[config.mk]
export PLATFORM = sky130hd
export DESIGN_NAME = base62_key_bucket_hash
export DESIGN_NICKNAME = d
export VERILOG_FILES = /design/src/rtl/b62kbh_pkg.sv /design/src/rtl/b62kbh_accum.sv /design/src/rtl/b62kbh_divider.sv /design/src/rtl/base62_key_bucket_hash.sv
export SDC_FILE = /design/constraint.sdc
export NUM_CORES = 1
export LEC_CHECK = 0
export BUFFER_PORTS_ARGS = -buffer_cell sky130_fd_sc_hd__buf_2
export CAP_MARGIN = 20
export CORE_ASPECT_RATIO = 0.9
export CORE_MARGIN = 3
export CORE_UTILIZATION = 45
export DETAILED_ROUTE_END_ITERATION = 10
export GPL_ROUTABILITY_DRIVEN = 0
export PLACE_DENSITY = 0.7
export SLEW_MARGIN = 20
export SYNTH_ARGS = -nofsm -noshare
export SYNTH_HDL_FRONTEND = slang
export SYNTH_SLANG_ARGS = --single-unit
[constraint.sdc]
create_clock -name clk -period 6.16 [get_ports clk]
set_input_delay 0.308 -clock clk [delete_from_list [all_inputs] [get_ports clk]]
set_output_delay 0.308 -clock clk [all_outputs]
set_load 0.02 [all_outputs]
[src/rtl/b62kbh_pkg.sv]
package b62kbh_pkg;

  localparam int unsigned AccW   = 64;
  localparam int unsigned SizeW  = 32;
  localparam int unsigned CharW  = 8;
  localparam int unsigned DigitW = 6;

  localparam logic [CharW-1:0]  CharLowA  = 8'h61;  // 'a'
  localparam logic [CharW-1:0]  CharLowZ  = 8'h7a;  // 'z'
  localparam logic [CharW-1:0]  CharUpA   = 8'h41;  // 'A'
  localparam logic [CharW-1:0]  CharUpZ   = 8'h5a;  // 'Z'
  localparam logic [CharW-1:0]  CharZero  = 8'h30;  // '0'
  localparam logic [CharW-1:0]  CharNine  = 8'h39;  // '9'
  localparam logic [DigitW-1:0] LowerBase = 6'd10;
  localparam logic [DigitW-1:0] UpperBase = 6'd36;

  typedef struct packed {
    logic              ok;
    logic [DigitW-1:0] value;
  } digit_t;

  typedef struct packed {
    logic step;
    logic clear;
  } accum_ctrl_t;

  typedef enum logic [2:0] {
    ST_IDLE,
    ST_ABSORB,
    ST_FINISH,
    ST_DIVIDE,
    ST_RESULT
  } state_t;

  function automatic digit_t digit_of(input logic [CharW-1:0] c);
    digit_t d;
    d.ok    = 1'b1;
    d.value = '0;
    if (c >= CharLowA && c <= CharLowZ) begin
      d.value = DigitW'(c - CharLowA) + LowerBase;
    end else if (c >= CharUpA && c <= CharUpZ) begin
      d.value = DigitW'(c - CharUpA) + UpperBase;
    end else if (c >= CharZero && c <= CharNine) begin
      d.value = DigitW'(c - CharZero);
    end else begin
      d.ok = 1'b0;
    end
    return d;
  endfunction

endpackage

[src/rtl/b62kbh_accum.sv]
module b62kbh_accum
  import b62kbh_pkg::*;
(
  input  logic             clk,
  input  logic             rst,
  input  accum_ctrl_t      ctrl,
  input  logic [CharW-1:0] key_char,
  output logic [AccW-1:0]  acc,
  output logic             err
);

  localparam int unsigned ProdW = AccW + DigitW;

  digit_t           dig;
  logic [ProdW-1:0] prod;
  logic [ProdW-1:0] sum;
  logic             ovf;

  // acc*62 = acc*64 - acc*2; result always fits in ProdW bits
  always_comb begin
    dig  = digit_of(key_char);
    prod = {acc, {DigitW{1'b0}}} - ProdW'({acc, 1'b0});
    sum  = prod + ProdW'(dig.value);
    ovf  = |sum[ProdW-1:AccW];
  end

  always_ff @(posedge clk) begin
    if (rst || ctrl.clear) begin
      acc <= '0;
      err <= 1'b0;
    end else if (ctrl.step && !err) begin
      if (!dig.ok || ovf) begin
        err <= 1'b1;
      end else begin
        acc <= sum[AccW-1:0];
      end
    end
  end

endmodule

[src/rtl/b62kbh_divider.sv]
module b62kbh_divider
  import b62kbh_pkg::*;
(
  input  logic             clk,
  input  logic             rst,
  input  logic             start,
  input  logic [AccW-1:0]  dividend,
  input  logic [SizeW-1:0] divisor,
  output logic             done,
  output logic [SizeW-1:0] remainder
);

  localparam int unsigned CountW = $clog2(AccW);
  localparam logic [CountW-1:0] LastCount = CountW'(AccW - 1);

  logic              busy;
  logic [CountW-1:0] count;
  logic [AccW-1:0]   quot;
  logic [SizeW:0]    trial;
  logic [SizeW+1:0]  diff;
  logic [SizeW-1:0]  remainder_next;

  // restoring remainder, one dividend bit per cycle
  always_comb begin
    trial          = {remainder, quot[AccW-1]};
    diff           = {1'b0, trial} - {2'b00, divisor};
    remainder_next = diff[SizeW+1] ? trial[SizeW-1:0] : diff[SizeW-1:0];
  end

  always_ff @(posedge clk) begin
    if (rst) begin
      busy <= 1'b0;
      done <= 1'b0;
    end else begin
      done <= 1'b0;
      if (start) begin
        busy <= 1'b1;
      end else if (busy && count == LastCount) begin
        busy <= 1'b0;
        done <= 1'b1;
      end
    end
  end

  always_ff @(posedge clk) begin
    if (start) begin
      count     <= '0;
      quot      <= dividend;
      remainder <= '0;
    end else if (busy) begin
      count     <= count + 1'b1;
      quot      <= {quot[AccW-2:0], 1'b0};
      remainder <= remainder_next;
    end
  end

endmodule

[src/rtl/base62_key_bucket_hash.sv]
// Base-62 key hash. Key characters arrive one per transaction, last character
// first, with last_char set on the first character of the key. Each character
// is captured, then accumulated (multiply-by-62 and add). After the final
// character a finish step starts a restoring divider that forms the remainder
// by table_size at one bit per cycle; the remainder is captured, then loaded
// into the output register when it is empty or not stalled. An invalid
// character or 64-bit overflow yields status 1 with bucket_index 0 and skips
// the divide, as does table_size 0 (status 0, bucket_index 0). table_size
// resets to 1 and may only be written while no key is in progress; cfg_ready
// is always high.
module base62_key_bucket_hash
  import b62kbh_pkg::*;
(
  input  logic             clk,
  input  logic             rst,
  input  logic             in_valid,
  output logic             in_stall,
  input  logic [CharW-1:0] key_char,
  input  logic             last_char,
  output logic             out_valid,
  input  logic             out_stall,
  output logic [SizeW-1:0] bucket_index,
  output logic             status,
  input  logic             cfg_valid,
  output logic             cfg_ready,
  input  logic [SizeW-1:0] table_size
);

  state_t           state;
  state_t           state_next;
  logic [SizeW-1:0] size_reg;
  logic [CharW-1:0] char_q;
  logic             last_q;
  logic [SizeW-1:0] res_index;
  logic             res_status;

  accum_ctrl_t      acc_ctrl;
  logic [AccW-1:0]  acc;
  logic             err;
  logic             div_start;
  logic             div_done;
  logic [SizeW-1:0] div_rem;
  logic             direct_result;
  logic             out_load;
  logic             in_take;

  assign cfg_ready = 1'b1;
  assign in_take   = in_valid && !in_stall;

  b62kbh_accum u_accum (
    .clk      (clk),
    .rst      (rst),
    .ctrl     (acc_ctrl),
    .key_char (char_q),
    .acc      (acc),
    .err      (err)
  );

  b62kbh_divider u_divider (
    .clk       (clk),
    .rst       (rst),
    .start     (div_start),
    .dividend  (acc),
    .divisor   (size_reg),
    .done      (div_done),
    .remainder (div_rem)
  );

  always_comb begin
    state_next = state;
    unique case (state)
      ST_IDLE:   if (in_valid) state_next = ST_ABSORB;
      ST_ABSORB: state_next = last_q ? ST_FINISH : ST_IDLE;
      ST_FINISH: state_next = (err || size_reg == '0) ? ST_RESULT : ST_DIVIDE;
      ST_DIVIDE: if (div_done) state_next = ST_RESULT;
      ST_RESULT: if (!out_valid || !out_stall) state_next = ST_IDLE;
      default:   state_next = ST_IDLE;
    endcase
  end

  always_comb begin
    in_stall       = 1'b1;
    acc_ctrl.step  = 1'b0;
    acc_ctrl.clear = 1'b0;
    div_start      = 1'b0;
    direct_result  = 1'b0;
    out_load       = 1'b0;
    unique case (state)
      ST_IDLE:   in_stall = 1'b0;
      ST_ABSORB: acc_ctrl.step = 1'b1;
      ST_FINISH: begin
        // divider latches acc this edge, so the clear is safe
        acc_ctrl.clear = 1'b1;
        direct_result  = err || size_reg == '0;
        div_start      = !direct_result;
      end
      ST_DIVIDE: ;
      ST_RESULT: out_load = !out_valid || !out_stall;
      default:   ;
    endcase
  end

  always_ff @(posedge clk) begin
    if (rst) begin
      state     <= ST_IDLE;
      size_reg  <= SizeW'(1);
      out_valid <= 1'b0;
    end else begin
      state <= state_next;
      if (cfg_valid && cfg_ready) begin
        size_reg <= table_size;
      end
      if (out_load) begin
        out_valid <= 1'b1;
      end else if (!out_stall) begin
        out_valid <= 1'b0;
      end
    end
  end

  always_ff @(posedge clk) begin
    if (in_take) begin
      char_q <= key_char;
      last_q <= last_char;
    end
    if (direct_result) begin
      res_index  <= '0;
      res_status <= err;
    end else if (div_done) begin
      res_index  <= div_rem;
      res_status <= 1'b0;
    end
    if (out_load) begin
      bucket_index <= res_index;
      status       <= res_status;
    end
  end

endmodule
Word-level counts from Yosys, hierarchy flattened:

Cells that the tools add are included.

* register bits: 280
* input bits: 46
* output and inout bits: 36
* word-level logic and storage cells: 94

* add/sub/neg operators: 9
* magnitude comparators: 6
* equality and inequality tests: 9
* muxes and demuxes: 28
* bitwise logic cells: 1
* reductions and logical operators: 25

Operator list (count)
* $mux W64: 2
* $add A70 B6 Y70: 1
* $sub A70 B65 Y70: 1
* $sub A33 B32 Y34: 1
* $logic_not A32 Y1: 1
* $mux W32: 1
* $mux W6: 3
* $ge A8 B7 Y1 const B: 2
* $le A8 B7 Y1 const B: 2
* $mux W1: 16
* $pmux W3 S5: 1
* $mux W3: 4
* $sub A6 B6 Y6 const B: 2
* $ge A8 B6 Y1 const B: 1
* $le A8 B6 Y1 const B: 1
* $add A6 B1 Y6 const B: 1
* $add A6 B4 Y6 const B: 1
* $add A6 B6 Y6 const B: 1
* $eq A3 B2 Y1 const B: 2
* $eq A6 B6 Y1 const B: 1
* $logic_and A1 B1 Y1: 6
* $reduce_bool A2 Y1: 3
* $reduce_or A6 Y1: 1
* $sub A6 B1 Y6 const B: 1
* other kinds (12): 22

Depth between registers and ports, before layout:

Gate-level depths: netlist of run 1.

* word-level depth: 10
* depth in mapped cells: 24
* mapped depth without buffers: 21

By module:

Synthesis of run 1 repeated with hierarchy kept, for this count alone.

* cells, all modules: 1982
* area, all modules: 17785.8 um^2

Modules (own cells, without submodules)
* b62kbh_accum: instances 1, cells an instance 1091, area an instance 7687.4 um^2, seq. area each 1301.2 um^2
* b62kbh_divider: instances 1, cells an instance 589, area an instance 6130.9 um^2, seq. area each 2722.6 um^2
* base62_key_bucket_hash: instances 1, cells an instance 302, area an instance 3967.6 um^2, seq. area each 2652.5 um^2

Least setup slack after synthesis of run 1:

OpenSTA, ideal clock, no wires.

* path kind: register -> register
* start: register char_q[1]
* end: register u_accum.acc[55]
* setup time: 0.128 ns
* arrival time: 4.866 ns
* required time: 6.032 ns
* slack: 1.167 ns
* cell stages (with the launch flop): 25
* buffers on the path: 3
* period minus slack after synthesis: 4.993 ns
* cell sequence: edfxtp_1 > clkbuf_1 > inv_1 > ha_1 > nor4b_1 > nor2b_1 > o221ai_1 > nand2_1 > nor2_1 > nor2_1 > o21ai_0 > ha_1 > a21oi_1 > a2111oi_2 > nor3b_2 > o311ai_1 > nor2b_1 > nor4_2 > nand3b_1 > nand4_1 > a2111oi_4 > buf_6 > buf_8 > mux2i_1 > nor2_1

* cells in the longest elaborated chain, start to end: 10
* elaborated cells on any way between the ends: 26
* classes of those cells: 6 x add/sub; 6 x order compare; 6 x mux; 1 x bitwise; 7 x reduce/logical

Ends and longest elaborated chain
* start: declaration: RTL line base62_key_bucket_hash.sv:32 `logic [CharW-1:0] char_q;`
* start signal: assignment: RTL line base62_key_bucket_hash.sv:123 `char_q <= key_char;`
* parallel branches: the longest is 10 deep, another holds $add A70 B6 Y70
* end signal: assignment: RTL line b62kbh_accum.sv:35 `acc <= sum[AccW-1:0];`
* end: declaration: RTL line b62kbh_accum.sv:8 `output logic [AccW-1:0] acc,`

Several ways; the timed one is not identified.
A chain may end at the register's enable or synchronous reset.

Worst setup path after layout of run 1:

* start: register char_q[0]
* end: register u_accum.acc[40]

The elaborated chain is that of the path after synthesis.

==> results of run 1 <==
[metrics by stage]
stage | setup WS, ns | std cells | utilization | instance area (µm²)
global placement | 0.5293 | 2419 | 0.4814 | 17650
floorplan | 1.167 | 1948 | - | 16950
global route | 0.02554 | 2517 | 0.5214 | 19120
CTS | 0.1722 | 2516 | 0.5199 | 19060
finish | 0.4056 | 2517 | 0.5214 | 19120
detailed placement | 0.2342 | 2419 | 0.4815 | 17650
[worst min-delay path, cell delays in order]
cell                      delay (ns)
sky130_fd_sc_hd__buf_2          0.12
sky130_fd_sc_hd__nand2_1        0.10
sky130_fd_sc_hd__a21oi_1        0.07
[synthesized netlist by cell type, types with 3 or more instances]
cell | instances | area share
sky130_fd_sc_hd__a221oi_1 | 5 | 0.0026
sky130_fd_sc_hd__a21boi_1 | 3 | 0.0013
sky130_fd_sc_hd__ha_1 | 106 | 0.078
sky130_fd_sc_hd__xnor2_1 | 63 | 0.033
sky130_fd_sc_hd__a211o_1 | 3 | 0.0016
sky130_fd_sc_hd__clkbuf_1 | 69 | 0.015
sky130_fd_sc_hd__nand2b_1 | 15 | 0.0055
sky130_fd_sc_hd__nor2b_1 | 11 | 0.0041
sky130_fd_sc_hd__a21boi_0 | 3 | 0.0013
sky130_fd_sc_hd__nand4_1 | 33 | 0.012
sky130_fd_sc_hd__nand3_1 | 34 | 0.010
sky130_fd_sc_hd__buf_1 | 10 | 0.0022
sky130_fd_sc_hd__o2111ai_1 | 7 | 0.0036
sky130_fd_sc_hd__nor4_1 | 16 | 0.0059
sky130_fd_sc_hd__o21ai_0 | 146 | 0.043
sky130_fd_sc_hd__o22ai_1 | 3 | 0.0011
sky130_fd_sc_hd__or3_1 | 7 | 0.0026
sky130_fd_sc_hd__nor3_1 | 30 | 0.0089
sky130_fd_sc_hd__o21bai_1 | 15 | 0.0066
sky130_fd_sc_hd__xor2_1 | 29 | 0.015
sky130_fd_sc_hd__or2_2 | 4 | 0.0015
sky130_fd_sc_hd__o221ai_1 | 3 | 0.0016
sky130_fd_sc_hd__o21a_1 | 15 | 0.0066
sky130_fd_sc_hd__a21o_1 | 27 | 0.012
sky130_fd_sc_hd__buf_8 | 4 | 0.0035
sky130_fd_sc_hd__o21ai_1 | 34 | 0.010
sky130_fd_sc_hd__nand2_1 | 171 | 0.038
sky130_fd_sc_hd__and4_1 | 4 | 0.0021
sky130_fd_sc_hd__and3_1 | 8 | 0.0030
sky130_fd_sc_hd__o211ai_1 | 9 | 0.0040
sky130_fd_sc_hd__mux2i_1 | 152 | 0.090
sky130_fd_sc_hd__edfxtp_1 | 107 | 0.19
sky130_fd_sc_hd__inv_1 | 135 | 0.030
sky130_fd_sc_hd__o31ai_1 | 5 | 0.0022
sky130_fd_sc_hd__nand3b_1 | 3 | 0.0013
sky130_fd_sc_hd__and2_1 | 5 | 0.0018
sky130_fd_sc_hd__buf_2 | 6 | 0.0018
sky130_fd_sc_hd__dfxtp_1 | 173 | 0.20
sky130_fd_sc_hd__a31oi_1 | 23 | 0.0085
sky130_fd_sc_hd__a21oi_1 | 157 | 0.046
sky130_fd_sc_hd__a2111oi_0 | 4 | 0.0021
sky130_fd_sc_hd__nor2_1 | 228 | 0.050
sky130_fd_sc_hd__a211oi_1 | 12 | 0.0053
[cell type report]
cell class              instances  area [µm²]
well taps                     476       595.6
multi-input cells            1441        9422
clock buffers                  34       765.7
flip-flops and latches        280        6681
fillers                      3312       17550
clock inverters                22       230.2
repair buffers                129       915.9
inverters                     135       506.7
[cells by family after synthesis]
family | Yosys count | synth area share
simple gates | 581 | 0.1543
compound gates | 505 | 0.1787
flops | 280 | 0.3938
buf+inv | 227 | 0.05424
mux | 155 | 0.09173
fa+ha+maj | 107 | 0.07941
xor+xnor | 92 | 0.04753
other cells | 1 | 0.0002212
[timing repair]
action,CTS,global route
resized for setup,0,5
setup endpoints to repair,0,64
hold buffers,41,0
hold endpoints to repair,41,0
[how the worst max path moves through the flow]
stage / start / cells past startpoint / slack (ns) / to
2_1_floorplan: char_q[1] / 24 / 1.17 / u_accum.acc[55]
3_3_place_gp: char_q[0] / 22 / 0.53 / u_accum.acc[58]
3_5_place_dp: char_q[0] / 22 / 0.23 / u_accum.acc[2]
4_1_cts: char_q[0] / 22 / 0.17 / u_accum.acc[8]
5_1_grt: char_q[0] / 22 / 0.03 / u_accum.acc[8]
6_report: char_q[0] / 21 / 0.41 / u_accum.acc[40]
[routing by layer]
metal	global-route usage	part of all wire	wire length [µm]	up-vias
li1	-	-	-	7090
met1	0.2817	0.46	19430	6750
met2	0.3458	0.46	19540	471
met3	0.02885	0.058	2481	83
met4	0.05279	0.023	990	0
met5	0	0	0	-
==> insert_results.sql, run 1 <==
INSERT INTO impl_metrics (metric_group, metric, value, unit) VALUES
('synth', 'ys_async_sr_fraction', '0', ''),
('timing', 'report.final.slew_viol_count', '0', ''),
('floorplanning', 'top_level_ports', '82', ''),
('cells_and_area', 'antennaDiodeCount', '0', ''),
('synth', 'mappedNetlistNets', '2101', ''),
('timing', 'min_period', '5.754', 'ns'),
('flow_run', 'timing.max_cap.violations', '0', ''),
('hold_path', 'hold_path.class', 'in -> reg', ''),
('critical_path', 'worstPathArrival', '6.19', 'ns'),
('placement', 'io_buffers', '80', ''),
('synth', 'post_synthesis_mean_instance_area', '8.703', 'µm²'),
('cts', 'worst_setup_hold_path_clk_slew', '0.06', 'ns'),
('hold_path', 'timing.hold.worst_path_depth', '3', ''),
('grt', 'grt_pass1_wl', '69330', 'µm'),
('routing', 'dr_total_vias', '14390', ''),
('timing', 'final.hold.worst_slack', '0.07248', 'ns'),
('cells_and_area', 'post_route_cells_drive_above_1_share', '0.08133', ''),
('floorplanning', 'initial_core_util', '0.4624', ''),
('timing', 'finalCritPeriodShare', '0.9342', ''),
('cells_and_area', 'most_common_cell_after_layout_fill_and_taps_aside', 'sky130_fd_sc_hd__nor2_1', ''),
('cts', 'cts_tree', 'yes', ''),
('timing', 'achievable-frequency', '173.8', 'MHz'),
('routing', 'antenna_left', '0', ''),
('cts', 'clock_insertion_delay_worst_skew', '0.59', 'ns'),
('grt', 'grt_remaining_overflow', '0', ''),
('floorplanning', 'fp.coreArea', '36670', 'µm²'),
('timing', 'tns', '0', 'ns'),
('synth', 'netlist-cell-type-count', '82', ''),
('synth', 'yosys_warnings', '0', ''),
('synth', 'syn_inst', '1948', ''),
('cells_and_area', 'layout_common_cells', 'sky130_fd_sc_hd__nor2_1, sky130_fd_sc_hd__nand2_1, sky130_fd_sc_hd__dfxtp_1', ''),
('routing', 'viasPerCell', '5.719', ''),
('routing', 'drt_wl_total', '42440', 'µm'),
('hold_path', 'min_to', 'out_valid', ''),
('cells_and_area', 'layout-area-overhead-vs-synth', '12.76', '%'),
('critical_path', 'reg2reg_to', 'u_accum.acc[40]', ''),
('grt', 'grt_start_max_net_pins', '88', ''),
('cts', 'cts-buffers-inserted', '30', ''),
('critical_path', 'critPathSlowestCell', 'sky130_fd_sc_hd__edfxtp_1', ''),
('timing', 'slew_headroom', '0.3274', ''),
('synth', 'post_synthesis_register_bit_count', '280', ''),
('cts', 'cts.htree.levels', '1', ''),
('routing', 'detailedRoute.firstIterationViolations', '1211', ''),
('critical_path', 'crit_chain', 'inv_1 > ha_1 > nor4b_2 > nor2b_1 > o221a_2 > a221oi_1 > a21oi_1 > ha_1 > and2_1 > a2111o_1 > o211ai_2 > nand2_1 > a2111oi_2 > buf_4 > nor2_1 > nand4_1 > nand3_1 > a2111oi_4 > buf_12 > mux2i_1 > nor2_1', ''),
('synth', 'synth_enable_flop_cells', '107', ''),
('floorplanning', 'chipHeight', '190.1', 'µm'),
('floorplanning', 'dieWidth', '210.6', 'µm'),
('cts', 'post_cts_setup_buffer_count', '0', ''),
('routing', 'drcViolationCount', '0', ''),
('timing', 'setup_viol', '0', ''),
('critical_path', 'critPathRequiredTime', '6.59', 'ns'),
('grt', 'number_of_antenna_violations_at_the_first_check_in_global_routing', '0', ''),
('critical_path', 'end_kind', 'flop', ''),
('floorplanning', 'floorplan.rows', '66', ''),
('cells_and_area', 'reg.largest.list', 'u_accum.acc: 64 flops, u_divider.quot: 64 flops', ''),
('cts', 'cell_at_the_root_of_the_clock_tree', 'sky130_fd_sc_hd__clkbuf_16', ''),
('critical_path', 'category_of_the_worst_setup_path_launch_point', 'flop', ''),
('routing', 'wire_per_inst', '16.86', 'µm'),
('critical_path', 'crit_path_max_fanout', '41', ''),
('grt', 'global_route.usage.total', '0.2062', ''),
('timing', 'timing_worst_slew_pin_value', '1.009', 'ns'),
('synth', 'ys.flop_type', 'sky130_fd_sc_hd__dfxtp_1', ''),
('routing', 'drt-pass1-iter-count', '8', ''),
('cells_and_area', 'nNetsFinal', '2170', ''),
('cts', 'ctsLongestPathBuffers', '3', ''),
('hold_path', 'worst_hold_start', 'out_stall', ''),
('outcome', 'status', 'finished, final reports clean', ''),
('grt', 'vias_in_the_first_global_route', '13940', ''),
('critical_path', 'critical_path.top_delay_family', 'compound AO/OA/AOI/OAI gates', ''),
('critical_path', 'r2r_slack', '0.41', 'ns'),
('timing', 'rsz0062_at_grt', 'false', '');
Power of run 1 is left out: the tool's default activity adds up to more than one toggle a clock period on the data nets, which glitch-free logic cannot reach.
==> run 2, diff against run 1 <==
- MAX_ROUTING_LAYER: not set -> met4
==> run 2 against run 1 <==
- maximum frequency rose by 0.43%
- critical path type unchanged
- global-route usage rose by 0.60 points
- critical endpoint unchanged
- routed wire length barely moved
- design area did not move
- final cell count did not move
- sequential share of layout area did not move
- clock skew rose by 0.0040 ns
- via count rose by 0.24%
- first-iteration DRC count fell by 1.5%
- critical path depth did not move
- count of clock-buffer cells in the layout did not move
- register-to-register slack improved by 0.02 ns
==> insert_results.sql, run 2 (same netlist as run 1, synthesis figures left out) <==
INSERT INTO impl_metrics (metric_group, metric, value, unit) VALUES
('outcome', 'status', 'finished, final reports clean', ''),
('cells_and_area', 'nFillCells', '3312', ''),
('critical_path', 'rr_startpoint', 'char_q[0]', ''),
('cts', 'ctsLongestPathBuffers', '3', ''),
('floorplanning', 'fp.coreArea', '36670', 'µm²'),
('cells_and_area', 'reg.largest.list', 'u_accum.acc: 64 flops, u_divider.quot: 64 flops', ''),
('critical_path', 'reg2reg_to', 'u_accum.acc[40]', ''),
('critical_path', 'worstPathArrival', '6.16', 'ns'),
('grt', 'grt_start_max_net_pins', '88', ''),
('timing', 'setup_viol', '0', ''),
('floorplanning', 'dieWidth', '210.6', 'µm'),
('cells_and_area', 'antennaDiodeCount', '0', ''),
('timing', 'slew_headroom', '0.3317', ''),
('cts', 'cts.sinks', '280', ''),
('timing', 'report.final.slew_viol_count', '0', ''),
('cts', 'worst_setup_hold_path_clk_slew', '0.06', 'ns'),
('grt', 'grt_util_met1', '0.2807', ''),
('critical_path', 'setup.worst_path.class', 'reg -> reg', ''),
('routing', 'drt_wl_total', '42450', 'µm'),
('grt', 'globalRouteMet3Util', '0.02968', ''),
('routing', 'dr_total_vias', '14430', ''),
('timing', 'hold_viol_final', '0', ''),
('critical_path', 'category_of_the_worst_setup_path_launch_point', 'flop', ''),
('critical_path', 'r2r_slack', '0.43', 'ns'),
('routing', 'antenna_left', '0', ''),
('routing', 'drcViolationCount', '0', ''),
('cts', 'cts.htree.levels', '1', ''),
('timing', 'timing_worst_slew_pin_value', '1.002', 'ns'),
('grt', 'grt_pass1_wl', '69320', 'µm'),
('critical_path', 'end_kind', 'flop', ''),
('cells_and_area', 'most_common_cell_after_layout_fill_and_taps_aside', 'sky130_fd_sc_hd__nor2_1', ''),
('critical_path', 'critPathLaunch', 'char_q[0]', ''),
('routing', 'drt-pass1-iter-count', '5', ''),
('hold_path', 'hold_path.class', 'in -> reg', ''),
('timing', 'tns', '0', 'ns'),
('grt', 'groute.layer.met2.usage', '0.3459', ''),
('floorplanning', 'chipHeight', '190.1', 'µm'),
('timing', 'achievable-frequency', '174.5', 'MHz'),
('grt', 'grt_busiest_layer', 'met2', ''),
('grt', 'global_route.usage.total', '0.2122', ''),
('placement', 'post-dp-hpwl', '30550', 'µm'),
('placement', 'io_buffers', '80', ''),
('floorplanning', 'floorplan.rows', '66', ''),
('grt', 'grt_remaining_overflow', '0', ''),
('cells_and_area', 'layout_common_cells', 'sky130_fd_sc_hd__nor2_1, sky130_fd_sc_hd__nand2_1, sky130_fd_sc_hd__dfxtp_1', ''),
('critical_path', 'critPathRequiredTime', '6.59', 'ns'),
('routing', 'wire_per_inst', '16.87', 'µm'),
('cells_and_area', 'post_route_cells_drive_above_1_share', '0.08133', ''),
('cts', 'cts-buffers-inserted', '30', ''),
('timing', 'clock-skew-final', '0.02585', 'ns'),
('critical_path', 'crit_path_max_fanout', '41', ''),
('critical_path', 'cp-endpoint', 'u_accum.acc[40]', ''),
('cts', 'cts_tree', 'yes', ''),
('floorplanning', 'dieArea', '40040', 'µm²'),
('critical_path', 'timing.reg2reg.worst_path_depth', '21', ''),
('timing', 'rsz0062_at_grt', 'false', ''),
('timing', 'finalCritPeriodShare', '0.9301', ''),
('flow_run', 'timing.max_cap.violations', '0', ''),
('grt', 'vias_in_the_first_global_route', '13940', ''),
('routing', 'detailedRoute.firstIterationViolations', '1193', ''),
('floorplanning', 'top_level_ports', '82', ''),
('cts', 'clock_insertion_delay_worst_skew', '0.59', 'ns'),
('grt', 'number_of_antenna_violations_at_the_first_check_in_global_routing', '0', ''),
('cells_and_area', 'layout-area-overhead-vs-synth', '12.76', '%'),
('timing', 'min_period', '5.730', 'ns'),
('floorplanning', 'initial_core_util', '0.4624', ''),
('cts', 'cell_at_the_root_of_the_clock_tree', 'sky130_fd_sc_hd__clkbuf_16', ''),
('routing', 'viasPerCell', '5.733', ''),
('cts', 'post_cts_setup_buffer_count', '0', ''),
('cells_and_area', 'nNetsFinal', '2170', '');
-- run 2: final cells by class --
| cell class | count | area [µm²] | share of cell area |
|---|---|---|---|
| inverter | 135 | 506.7 | 0.02651 |
| sequential | 280 | 6681 | 0.3495 |
| timing repair buffer | 129 | 915.9 | 0.04791 |
| multi-input combinational | 1441 | 9422 | 0.4928 |
| tap | 476 | 595.6 | 0.03115 |
| clock buffer | 34 | 765.7 | 0.04005 |
| clock inverter | 22 | 230.2 | 0.01204 |
-- run 2: stage by stage --
stage | cells | utilization | setup WS, ns | instance area, µm² | hold slack (ns)
after global placement | 2419 | 0.4814 | 0.5293 | 17650 | 0.4019
after floorplan | 1948 | - | 1.167 | 16950 | 0.4003
after global routing | 2517 | 0.5214 | 0.02202 | 19120 | 0.07766
after CTS | 2516 | 0.5199 | 0.1722 | 19060 | 0.04370
final | 2517 | 0.5214 | 0.4303 | 19120 | 0.07146
after detailed placement | 2419 | 0.4815 | 0.2342 | 17650 | 0.4105
-- run 2: repair_timing --
| item | 4_1_cts | 5_1_grt |
|---|---|---|
| endpoints found under the setup margin | 0 | 64 |
| resized for setup | 0 | 5 |
| endpoints found under the hold margin | 41 | 0 |
| hold buffers | 41 | 0 |
-- run 2: how the worst min path moves through the flow --
stage	from	to	slack, ns	cells after the start
finish	out_stall	out_valid	0.07	3
floorplan	res_status	status	0.40	0
global route	out_stall	out_valid	0.08	3
detailed placement	res_status	status	0.41	0
global placement	res_status	status	0.40	0
CTS	out_stall	out_valid	0.04	3
-- run 2: worst max-delay path: stages (launching register included) --
cell and delay [ns]:
sky130_fd_sc_hd__edfxtp_1 0.50, sky130_fd_sc_hd__inv_1 0.16, sky130_fd_sc_hd__ha_1 0.24, sky130_fd_sc_hd__nor4b_2 0.29
sky130_fd_sc_hd__nor2b_1 0.13, sky130_fd_sc_hd__o221a_2 0.33, sky130_fd_sc_hd__a221oi_1 0.23, sky130_fd_sc_hd__a21oi_1 0.09
sky130_fd_sc_hd__ha_1 0.35, sky130_fd_sc_hd__and2_1 0.21, sky130_fd_sc_hd__a2111o_1 0.41, sky130_fd_sc_hd__o211ai_2 0.25
sky130_fd_sc_hd__nand2_1 0.19, sky130_fd_sc_hd__a2111oi_2 0.48, sky130_fd_sc_hd__buf_4 0.21, sky130_fd_sc_hd__nor2_1 0.08
sky130_fd_sc_hd__nand4_1 0.11, sky130_fd_sc_hd__nand3_1 0.15, sky130_fd_sc_hd__a2111oi_4 0.50, sky130_fd_sc_hd__buf_12 0.32
sky130_fd_sc_hd__mux2i_1 0.24, sky130_fd_sc_hd__nor2_1 0.05
-- run 2: routing by layer --
metal | part of all wire | wire length [µm]
met5 | 0 | 0
met4 | 0.027 | 1139
met3 | 0.067 | 2851
met2 | 0.45 | 19270
met1 | 0.45 | 19190
Power of run 2 is left out for the same reason.
==> run 3, diff against run 2 <==
- CTS_BUF_LIST: not set -> sky130_fd_sc_hd__clkbuf_16
==> run 3 against run 2 <==
- core utilization stayed put
- die area stayed put
- first-iteration DRC count is 1.3% lower
- global-route usage stayed put
- critical path depth stayed put
- design area stayed put
- register-to-register slack hardly changed
- critical path type unchanged
- highest routed layer unchanged
==> insert_results.sql, run 3 (same netlist as run 1, synthesis figures left out) <==
INSERT INTO impl_metrics (metric_group, metric, value, unit) VALUES
('cts', 'worst_setup_hold_path_clk_slew', '0.06', 'ns'),
('critical_path', 'crit_path_max_fanout', '41', ''),
('grt', 'vias_in_the_first_global_route', '13940', ''),
('timing', 'achievable-frequency', '174.3', 'MHz'),
('floorplanning', 'fp.coreArea', '36670', 'µm²'),
('cts', 'cts.htree.levels', '1', ''),
('outcome', 'status', 'finished, final reports clean', ''),
('timing', 'rsz0062_at_grt', 'false', ''),
('routing', 'antenna_left', '0', ''),
('cells_and_area', 'most_common_cell_after_layout_fill_and_taps_aside', 'sky130_fd_sc_hd__nor2_1', ''),
('hold_path', 'hold_path.class', 'in -> reg', ''),
('routing', 'drt_wl_total', '42520', 'µm'),
('cts', 'cts-buffers-inserted', '30', ''),
('grt', 'grt_pass1_wl', '69320', 'µm'),
('cts', 'cell_at_the_root_of_the_clock_tree', 'sky130_fd_sc_hd__clkbuf_16', ''),
('flow_run', 'timing.max_cap.violations', '0', ''),
('floorplanning', 'initial_core_util', '0.4624', ''),
('cells_and_area', 'layout-area-overhead-vs-synth', '12.76', '%'),
('routing', 'viasPerCell', '5.737', ''),
('routing', 'dr_total_vias', '14440', ''),
('timing', 'min_period', '5.737', 'ns'),
('timing', 'timing_worst_slew_pin_value', '1.009', 'ns'),
('placement', 'io_buffers', '80', ''),
('critical_path', 'category_of_the_worst_setup_path_launch_point', 'flop', ''),
('timing', 'tns', '0', 'ns'),
('cts', 'cts.sinks', '280', ''),
('routing', 'drcViolationCount', '0', ''),
('cts', 'clock_insertion_delay_worst_skew', '0.59', 'ns'),
('critical_path', 'setup.worst_path.class', 'reg -> reg', ''),
('timing', 'report.final.slew_viol_count', '0', ''),
('critical_path', 'r2r_slack', '0.42', 'ns'),
('routing', 'wire_per_inst', '16.89', 'µm'),
('routing', 'detailedRoute.firstIterationViolations', '1177', ''),
('cells_and_area', 'nNetsFinal', '2170', ''),
('grt', 'number_of_antenna_violations_at_the_first_check_in_global_routing', '0', ''),
('timing', 'clock-skew-final', '0.02356', 'ns'),
('cts', 'ctsLongestPathBuffers', '3', ''),
('placement', 'post-dp-hpwl', '30550', 'µm'),
('timing', 'slew_headroom', '0.3276', ''),
('cts', 'post_cts_setup_buffer_count', '0', ''),
('cts', 'cts_tree', 'yes', ''),
('grt', 'grt_start_max_net_pins', '88', ''),
('critical_path', 'critPathRequiredTime', '6.59', 'ns'),
('floorplanning', 'floorplan.rows', '66', ''),
('timing', 'finalCritPeriodShare', '0.9313', ''),
('routing', 'drt-pass1-iter-count', '8', ''),
('cells_and_area', 'post_route_cells_drive_above_1_share', '0.08133', ''),
('cells_and_area', 'layout_common_cells', 'sky130_fd_sc_hd__nor2_1, sky130_fd_sc_hd__nand2_1, sky130_fd_sc_hd__dfxtp_1', ''),
('cells_and_area', 'antennaDiodeCount', '0', ''),
('critical_path', 'worstPathArrival', '6.17', 'ns'),
('floorplanning', 'dieArea', '40040', 'µm²'),
('floorplanning', 'chipHeight', '190.1', 'µm'),
('floorplanning', 'dieWidth', '210.6', 'µm'),
('grt', 'global_route.usage.total', '0.2122', ''),
('critical_path', 'end_kind', 'flop', ''),
('cells_and_area', 'reg.largest.list', 'u_accum.acc: 64 flops, u_divider.quot: 64 flops', ''),
('floorplanning', 'top_level_ports', '82', ''),
('grt', 'grt_remaining_overflow', '0', ''),
('timing', 'setup_viol', '0', ''),
('timing', 'hold_viol_final', '0', '');
==> run 3: final timing paths <==
| kind | start | endpoint | depth (start not counted) |
|---|---|---|---|
| hold reg to reg | res_status | status | 0 |
| hold / removal | out_stall | out_valid | 3 |
| setup reg to reg | char_q[0] | u_accum.acc[40] | 21 |
| setup / recovery | char_q[0] | u_accum.acc[40] | 21 |
==> run 3: repair_timing <==
item / CTS / global route
gates resized for setup: 0 / 5
endpoints found under the hold margin: 41 / 0
hold buffers: 41 / 0
endpoints found under the setup margin: 0 / 64
==> run 3: cell type report <==
| type | count | area [µm²] |
|---|---|---|
| Timing Repair Buffer | 129 | 915.9 |
| Fill cell | 3312 | 17550 |
| Clock buffer | 30 | 750.7 |
| Inverter | 135 | 506.7 |
| Clock inverter | 26 | 245.2 |
| Sequential cell | 280 | 6681 |
| Multi-Input combinational cell | 1441 | 9422 |
| Tap cell | 476 | 595.6 |
==> run 3: critical path, cell delays in order (launching register included) <==
cell and delay (ns):
sky130_fd_sc_hd__edfxtp_1 0.50, sky130_fd_sc_hd__inv_1 0.16, sky130_fd_sc_hd__ha_1 0.24, sky130_fd_sc_hd__nor4b_2 0.28, sky130_fd_sc_hd__nor2b_1 0.13, sky130_fd_sc_hd__o221a_2 0.33, sky130_fd_sc_hd__a221oi_1 0.23, sky130_fd_sc_hd__a21oi_1 0.09
sky130_fd_sc_hd__ha_1 0.35, sky130_fd_sc_hd__and2_1 0.21, sky130_fd_sc_hd__a2111o_1 0.41, sky130_fd_sc_hd__o211ai_2 0.25, sky130_fd_sc_hd__nand2_1 0.19, sky130_fd_sc_hd__a2111oi_2 0.49, sky130_fd_sc_hd__buf_4 0.21, sky130_fd_sc_hd__nor2_1 0.08
sky130_fd_sc_hd__nand4_1 0.11, sky130_fd_sc_hd__nand3_1 0.15, sky130_fd_sc_hd__a2111oi_4 0.50, sky130_fd_sc_hd__buf_12 0.32, sky130_fd_sc_hd__mux2i_1 0.25, sky130_fd_sc_hd__nor2_1 0.06
==> run 3: through the flow <==
step	util	instances	cell area (µm²)	setup slack (ns)	hold WS, ns
floorplan	-	1948	16950	1.167	0.4003
global placement	0.4814	2419	17650	0.5293	0.4019
detailed placement	0.4815	2419	17650	0.2342	0.4105
CTS	0.5199	2516	19060	0.1720	0.04361
global route	0.5214	2517	19120	0.02169	0.07757
finish	0.5214	2517	19120	0.4234	0.07050
==> run 3: per-layer routing <==
metal,GRT usage,routed length [µm]
met2,0.3459,19360
met1,0.2807,19280
met5,-,0
met3,0.02968,2785
met4,0.05305,1088
Power of run 3 is left out for the same reason.
